File: src/hdl/plve_pkg.sv
// Types and constants shared by the posting list encoder modules.
package plve_pkg;

  localparam int unsigned IdW        = 32;
  localparam int unsigned GroupBits  = 7;
  localparam int unsigned BatchDepth = 4;
  localparam int unsigned CntW       = $clog2(BatchDepth);

  typedef enum logic {
    ModeArray = 1'b0,
    ModeRange = 1'b1
  } mode_e;

  localparam logic RegContainerMode = 1'b0;

  typedef struct packed {
    logic [IdW-1:0] doc_id;
    logic           last_id;
  } in_word_t;

  typedef struct packed {
    logic [7:0] out_byte;
    logic       end_of_list;
  } out_word_t;

  // Up to four values to send as varints, in order.
  typedef struct packed {
    logic [BatchDepth-1:0][IdW-1:0] vals;
    logic [CntW-1:0]                cnt_m1;
    logic                           last;
  } batch_t;

endpackage

File: src/hdl/plve_front.sv
// Input register, list state and value selection for one id per cycle unless a batch waits on the serializer.
module plve_front
  import plve_pkg::*;
(
  input  logic     clk_i,
  input  logic     rst_ni,
  input  mode_e    mode_i,
  input  logic     in_valid_i,
  output logic     in_ready_o,
  input  in_word_t in_data_i,
  output logic     bat_valid_o,
  output batch_t   bat_o,
  input  logic     bat_ready_i
);

  logic           in_vld_q;
  in_word_t       in_q;

  logic           started_q, started_d;
  logic           frs_q, frs_d;
  logic [IdW-1:0] prev_q, prev_d;
  logic [IdW-1:0] rs_q, rs_d;
  logic [IdW-1:0] re_q, re_d;
  logic [IdW-1:0] prs_q, prs_d;

  logic [IdW-1:0] id;
  logic           last;
  logic           brk;
  logic [IdW-1:0] rs_n, re_n, prs_mid;
  logic           frs_mid;
  logic [IdW-1:0] s1, l1, s2, l2;
  logic [CntW:0]  n;
  logic           advance;

  assign id   = in_q.doc_id;
  assign last = in_q.last_id;

  always_comb begin
    started_d  = started_q;
    frs_d      = frs_q;
    prev_d     = prev_q;
    rs_d       = rs_q;
    re_d       = re_q;
    prs_d      = prs_q;
    bat_o.vals = '0;
    bat_o.last = last;
    n          = '0;
    brk        = 1'b0;
    rs_n       = rs_q;
    re_n       = re_q;

    if (!started_q) begin
      rs_n = id;
      re_n = id;
    end else if (id == re_q + IdW'(1)) begin
      re_n = id;
    end else begin
      brk  = 1'b1;
      rs_n = id;
      re_n = id;
    end

    // Pending run, then the run left after this id.
    s1      = frs_q ? rs_q - prs_q : rs_q;
    l1      = re_q - rs_q + IdW'(1);
    prs_mid = brk ? rs_q : prs_q;
    frs_mid = brk | frs_q;
    s2      = frs_mid ? rs_n - prs_mid : rs_n;
    l2      = re_n - rs_n + IdW'(1);

    if (mode_i == ModeArray) begin
      bat_o.vals[0] = started_q ? id - prev_q : id;
      n             = (CntW+1)'(1);
      prev_d        = id;
      started_d     = 1'b1;
    end else begin
      started_d = 1'b1;
      rs_d      = rs_n;
      re_d      = re_n;
      prs_d     = prs_mid;
      frs_d     = frs_mid;
      if (brk) begin
        bat_o.vals[0] = s1;
        bat_o.vals[1] = l1;
        if (last) begin
          bat_o.vals[2] = s2;
          bat_o.vals[3] = l2;
          n             = (CntW+1)'(4);
        end else begin
          n = (CntW+1)'(2);
        end
      end else if (last) begin
        bat_o.vals[0] = s2;
        bat_o.vals[1] = l2;
        n             = (CntW+1)'(2);
      end
      if (last) begin
        prs_d = rs_n;
      end
    end

    if (last) begin
      started_d = 1'b0;
      frs_d     = 1'b0;
    end

    bat_o.cnt_m1 = CntW'(n - (CntW+1)'(1));
  end

  assign bat_valid_o  = in_vld_q && (n != '0);
  // Ids that only grow a run retire without touching the byte side.
  assign advance      = in_vld_q && ((n == '0) || bat_ready_i);
  assign in_ready_o   = !in_vld_q || advance;

  always_ff @(posedge clk_i or negedge rst_ni) begin
    if (!rst_ni) begin
      in_vld_q  <= 1'b0;
      started_q <= 1'b0;
      frs_q     <= 1'b0;
      prev_q    <= '0;
      rs_q      <= '0;
      re_q      <= '0;
      prs_q     <= '0;
    end else begin
      if (in_ready_o) begin
        in_vld_q <= in_valid_i;
      end
      if (advance) begin
        started_q <= started_d;
        frs_q     <= frs_d;
        prev_q    <= prev_d;
        rs_q      <= rs_d;
        re_q      <= re_d;
        prs_q     <= prs_d;
      end
    end
  end

  always_ff @(posedge clk_i) begin
    if (in_valid_i && in_ready_o) begin
      in_q <= in_data_i;
    end
  end

endmodule

File: src/hdl/plve_serial.sv
// Varint serializer: turns a batch of values into LEB128 bytes.
module plve_serial
  import plve_pkg::*;
(
  input  logic      clk_i,
  input  logic      rst_ni,
  input  logic      bat_valid_i,
  input  batch_t    bat_i,
  output logic      bat_ready_o,
  output logic      out_valid_o,
  input  logic      out_ready_i,
  output out_word_t out_data_o
);

  logic                           busy_q;
  logic [BatchDepth-2:0][IdW-1:0] vals_q;
  logic [CntW-1:0]                rem_q;
  logic                           last_q;
  logic [IdW-1:0]                 cur_q;
  logic                           out_vld_q;
  out_word_t                      out_q;

  logic [IdW-1:0] rest;
  logic           more;
  logic           emit;
  logic           bat_done;
  logic           load;

  assign rest        = cur_q >> GroupBits;
  assign more        = (rest != '0);
  assign emit        = busy_q && (!out_vld_q || out_ready_i);
  assign bat_done    = emit && !more && (rem_q == '0);
  assign bat_ready_o = !busy_q || bat_done;
  assign load        = bat_valid_i && bat_ready_o;

  assign out_valid_o = out_vld_q;
  assign out_data_o  = out_q;

  always_ff @(posedge clk_i or negedge rst_ni) begin
    if (!rst_ni) begin
      busy_q    <= 1'b0;
      out_vld_q <= 1'b0;
    end else begin
      if (emit) begin
        out_vld_q <= 1'b1;
      end else if (out_ready_i) begin
        out_vld_q <= 1'b0;
      end
      if (load) begin
        busy_q <= 1'b1;
      end else if (bat_done) begin
        busy_q <= 1'b0;
      end
    end
  end

  always_ff @(posedge clk_i) begin
    if (emit) begin
      out_q.out_byte    <= {more, cur_q[GroupBits-1:0]};
      out_q.end_of_list <= !more && (rem_q == '0) && last_q;
    end
    if (load) begin
      cur_q  <= bat_i.vals[0];
      vals_q <= bat_i.vals[BatchDepth-1:1];
      rem_q  <= bat_i.cnt_m1;
      last_q <= bat_i.last;
    end else if (emit) begin
      if (more) begin
        cur_q <= rest;
      end else begin
        // Advance to the next value of the batch.
        cur_q <= vals_q[0];
        for (int i = 0; i < BatchDepth - 2; i++) begin
          vals_q[i] <= vals_q[i+1];
        end
        vals_q[BatchDepth-2] <= '0;
        rem_q                <= rem_q - CntW'(1);
      end
    end
  end

endmodule

File: src/hdl/posting_list_varint_encoder.sv
// Posting list encoder top level: config register, id front end, byte serializer.
//
// Usage:
//   Input channel (in_valid_i / in_ready_o / in_data_i) takes one 32-bit doc id
//   per word, with last_id set on the final id of a list. Output channel
//   (out_valid_o / out_ready_i / out_data_o) gives one encoded byte per word,
//   with end_of_list set on the final byte of the list.
//   container_mode (APB register 0, byte address 0) picks delta varint array
//   coding (0) or run range coding (1); write it only while the block is idle.
// Path: the first byte of an id passes the input register, then the batch
//   load into the serializer, then the output register.
// Throughput: one id per cycle while each id yields at most one byte and the
//   output is ready; the serializer emits one byte per cycle unless stalled, so
//   an id with more bytes holds the input. Range ids growing a run bypass it.
// Reset: clears the list state, the config register and all valid flags.
// Stall: while out_ready_i is low the output byte holds, the serializer
//   freezes, and the input side fills its register and drops ready once that id has bytes to send.
module posting_list_varint_encoder
  import plve_pkg::*;
(
  input  logic        clk_i,
  input  logic        rst_ni,
  // APB-style config port
  input  logic        psel_i,
  input  logic        penable_i,
  input  logic        pwrite_i,
  input  logic [2:0]  paddr_i,
  input  logic [31:0] pwdata_i,
  output logic [31:0] prdata_o,
  output logic        pready_o,
  // Id words in
  input  logic        in_valid_i,
  output logic        in_ready_o,
  input  in_word_t    in_data_i,
  // Byte words out
  output logic        out_valid_o,
  input  logic        out_ready_i,
  output out_word_t   out_data_o
);

  mode_e  mode_q;
  logic   bat_valid;
  logic   bat_ready;
  batch_t bat;
  logic   reg_idx;

  // Register index is the word address; index 1 decodes to nothing.
  assign reg_idx  = paddr_i[2];
  assign pready_o = 1'b1;

  always_comb begin
    unique case (reg_idx)
      RegContainerMode: prdata_o = {31'b0, mode_q};
      default:          prdata_o = '0;
    endcase
  end

  always_ff @(posedge clk_i or negedge rst_ni) begin
    if (!rst_ni) begin
      mode_q <= ModeArray;
    end else if (psel_i && penable_i && pwrite_i && pready_o &&
                 (reg_idx == RegContainerMode)) begin
      mode_q <= mode_e'(pwdata_i[0]);
    end
  end

  // Front end: holds the list state and picks the values each id sends.
  plve_front u_front (
    .clk_i       (clk_i),
    .rst_ni      (rst_ni),
    .mode_i      (mode_q),
    .in_valid_i  (in_valid_i),
    .in_ready_o  (in_ready_o),
    .in_data_i   (in_data_i),
    .bat_valid_o (bat_valid),
    .bat_o       (bat),
    .bat_ready_i (bat_ready)
  );

  // Serializer: one LEB128 byte per cycle into the output register while the output is ready.
  plve_serial u_serial (
    .clk_i       (clk_i),
    .rst_ni      (rst_ni),
    .bat_valid_i (bat_valid),
    .bat_i       (bat),
    .bat_ready_o (bat_ready),
    .out_valid_o (out_valid_o),
    .out_ready_i (out_ready_i),
    .out_data_o  (out_data_o)
  );

endmodule

File: config.mk
export PLATFORM = sky130hd
export DESIGN_NAME = posting_list_varint_encoder
export DESIGN_NICKNAME = d
export VERILOG_FILES = /design/src/hdl/plve_pkg.sv /design/src/hdl/plve_front.sv /design/src/hdl/plve_serial.sv /design/src/hdl/posting_list_varint_encoder.sv
export SDC_FILE = /design/constraint.sdc
export NUM_CORES = 1
export LEC_CHECK = 0
export BUFFER_PORTS_ARGS = -buffer_cell sky130_fd_sc_hd__buf_2
export CAP_MARGIN = 25
export CORE_UTILIZATION = 50
export DETAILED_ROUTE_END_ITERATION = 8
export PLACE_DENSITY = 0.68
export SYNTH_ARGS = -nofsm -noshare
export SYNTH_HDL_FRONTEND = slang
export SYNTH_SLANG_ARGS = --single-unit
File: constraint.sdc
create_clock -name clk_i -period 9 [get_ports clk_i]
set_input_delay 0.9 -clock clk_i [delete_from_list [all_inputs] [get_ports clk_i]]
set_output_delay 0.9 -clock clk_i [all_outputs]
set_load 0.01 [all_outputs]
==> metrics.md <==
| Metric | Value |
|---|---|
| Outcome | finished clean |
| Number of global-route vias before repair | 21800 |
| Fin area | approximately 27000 µm² |
| Clk Latency, worst-skew pair | 0.59 ns |
| RSZ-0062 raised after global routing | false |
| Clock network power share | approximately 16% |
| CP required | 9.30 ns |
| Fmax | around 120 MHz |
| # nets final | 3255 |
| Logic pwr share | between 60 and 70% |
| Seq pwr share | roughly a fifth |
| Peak supply drop | 0.228 mV |
| Mux contribution to synthesized area | under 10% |
| 1st-iter DRT viols | about 3100 |
| Synth-to-Final Area Change | 7.99% |
| Worst-margin pin slew | approximately 1.1 ns |
| Worst path top cell family by delay | compound AO/OA/AOI/OAI gates |
| Crit path largest cell delay | 0.62 ns |
| Main combinational cell family by area after synthesis | compound AO/OA/AOI/OAI gates |
| Fin. max-slew vios | 0 |
| Clock sink total | 307 |
| CTS max path bufs | 3 |
| Switching share of power | 50.5% |
| Final setup violation count | 0 |
| Post-DP HPWL | ~63000 µm |
| Pre-antenna DRT Iters | 6 |
| Total of max-cap violations | 0 |
| Core footprint | 50000 µm² |
| # IOs | approximately 120 |
| Routed WL | 88500 µm |
| Clock transition at path regs | 0.06 ns |
| Worst slew margin | 27.4% |
| Critical Path AT | between 8 and 9 ns |
| #FFs+latches synth | 307 |
| GPL Wtd Cong | 0.983 |
| DR vias | 23600 |
| Pwr per Cell Area | 382 nW/µm² |
| Crit path buffers/inverters | 2 |
| Register-to-Register Path Depth | 32 |
| Largest area contributor in the netlist | edfxtp_1 |
| Most frequent cells in the layout | nand2_1, o21ai_0, nor2_1 |
| YS warnings | 0 |
| Crit path time final | between 8 and 9 ns |
| R2r startpoint | u_front.re_q[4]$_DFFE_PN0P_ |
| Internal | 5.15 mW |
| Top FF cell, synth | edfxtp_1 |
| Hold Path Class | primary input to asynchronous set/reset pin |
| EDFF count, synth | ~170 |
| Wire length of the first global-routing pass | 132000 µm |
| Critical Path Fanout Max | 9 |
| Register area share after synthesis | between 30 and 40% |
| Die width | roughly 230 µm |
| Post-Synthesis Cell Area | 25300 µm² |
| Initial antenna violation count | 0 |
| Largest net degree at the start of global routing | 119 |
| Site Rows | just over 80 |
| R2R Setup Slk | 0.42 ns |
| Synth Instances | 3023 |
| IO buf count | 53 |
| Post-Synth Simple-Gate Area | 18.5% |
| H-tree levels | 2 |
| Hold Vio Cnt, Final | 0 |
| Post-synthesis compound-gate area fraction | 22.0% |
| Adder-cell share of the synthesized area | around a tenth |
| Commonest non-fill, non-tap cell in the layout | nand2_1 |
| Layout fillers | between 4000 and 5000 |
| Routed length per placed instance | approximately 24 µm |
| DRC viols | 0 |
| Critical path's slowest cell | dfrtp_1 |
| Root Buffer | clkbuf_16 |
| Netlist cell types | ~110 |
| Syn avg cell area | 8.36 µm² |
| Register area | 8550 µm² |
| Layout cell share with drive strength beyond 1 | just over 8% |
| Num CTS Buffers | 38 |
| Pleak | 11.3 nW |
| Final Cycle Share | 95.3% |
| ANT nets after route | 0 |
| Hold Buf Count CTS | 0 |
| CP Capture Type | flop |
| Ys async rst share | 43.6% |
| Worst setup SP type | flop |
| Die ar. | 51500 µm² |
| Initial core utilization | 50.6% |
| Tightest hold margin | 0.369 ns |
| Footprint of the multi-input gates | 15200 µm² |
| TritonCTS clock tree | yes |
| Overflow after GRT | 0 |
| Critical setup path kind | flop to flop |
| Reg-to-reg endpoint | u_serial.vals_q[30]$_DFFE_PP_ |
| Psw | about 5.3 mW |
| CP dominant cell by count | a21oi_1 |
| Xor/xnor share of the synthesized area | 7.65% |
| Post-route setup TNS | 0 ns |
| Die Span Y | 227 µm |
| Vias/cell | about 6.4 |
| GRT Util Overall | roughly a third |
| Post-placement cell area | 26000 µm² |
| Worst Skew | 0.0311 ns |
| Final antenna diode count | 0 |
| Dominant cells by area after synthesis | edfxtp_1, dfrtp_1, ha_1 |
| Top-area cell type share of the netlist area | 20.6% |
==> state kept, by name (all words and copies together) (netlist names) <==
name and count:
u_serial.vals_q 96, u_serial.last_q 1, u_serial.cur_q 32, u_serial.out_data_o 9
u_front.in_vld_q 1, u_front.rs_q 32, u_front.prev_q 32, u_front.re_q 32
u_serial.rem_q 2, u_front.frs_q 1, u_serial.busy_q 1, u_front.id 32
mode_q 1, u_front.prs_q 32, u_serial.out_valid_o 1, u_front.started_q 1
u_front.last 1
==> per-layer routing <==
layer	GRT usage (%)	vias up	share of wire [%]
met5	0	-	0
met4	11.8	0	3.3
met3	9.03	190	13
met2	51.4	1318	43
met1	47.8	11300	41
li1	-	10800	-
==> layout make-up <==
| type | instances | share of cell area (%) |
|---|---|---|
| inverter | 153 | 2.11 |
| timing repair buffer | 116 | 2.86 |
| tap | 672 | 3.08 |
| multi-input combinational | 2381 | 55.8 |
| clock buffer | 45 | 3.65 |
| clock inverter | 24 | 1.11 |
| sequential | 307 | 31.3 |
==> cells in the mapped netlist (34+ instances only) <==
master,number
inv_1,148
o22ai_1,48
ha_1,178
clkbuf_1,145
o21ai_0,265
and3_1,42
nor3_1,73
edfxtp_1,173
xor2_1,88
a211oi_1,34
nor2_1,236
mux2i_1,43
nand2_1,423
nand3_1,59
xnor2_1,130
dfrtp_1,134
a21oi_1,231
==> power by group through the flow <==
stage	Sequential (mW)	Combinational [mW]	Clock, mW
floorplan	1.95	4.74	0
global placement	2.20	6.16	0
detailed placement	2.22	6.29	0
CTS	2.20	6.34	1.66
global route	2.25	7.05	1.71
finish	2.23	6.54	1.65
==> kinds of logic (layout without fill, tap and decap cells) <==
logic type,after synthesis,count (layout)
other cells,2,32
xor+xnor,219,219
compound gates,880,880
simple gates,1012,1012
flops,307,307
mux,51,51
buf+inv,365,338
fa+ha+maj,187,187
==> how the worst max path moves through the flow <==
stage | slack (ns) | cells after the start | startpoint | endpoint
finish | 0.42 | 32 | u_front.re_q[4]$_DFFE_PN0P_ | u_serial.vals_q[30]$_DFFE_PP_
global route | 0.02 | 32 | u_front.re_q[4]$_DFFE_PN0P_ | u_serial.vals_q[30]$_DFFE_PP_
CTS | 0.48 | 31 | u_front.re_q[0]$_DFFE_PN0P_ | u_serial.vals_q[30]$_DFFE_PP_
detailed placement | 0.53 | 33 | u_front.re_q[0]$_DFFE_PN0P_ | u_serial.vals_q[30]$_DFFE_PP_
global placement | 0.67 | 33 | u_front.re_q[0]$_DFFE_PN0P_ | u_serial.vals_q[30]$_DFFE_PP_
floorplan | 0.31 | 23 | u_front.re_q[0]$_DFFE_PN0P_ | u_serial.rem_q[0]$_DFFE_PP_
==> through the flow <==
step / instances / total power [mW] / setup WS, ns / utilization, %
3_3_place_gp: 3626 / 8.36 / 0.666 / 51.9
2_1_floorplan: 3053 / 6.70 / 0.315 / -
3_5_place_dp: 3629 / 8.51 / 0.526 / 52.0
5_1_grt: 3698 / 11.0 / 0.0159 / 54.6
4_1_cts: 3698 / 10.2 / 0.476 / 54.6
6_report: 3698 / 10.4 / 0.425 / 54.6
==> repair_timing <==
item / CTS / global route
resized for setup: 0 / 4
endpoints found under the setup margin: 0 / 6
buffers inserted: 0 / 0
Power figures use the tool's default switching activity.
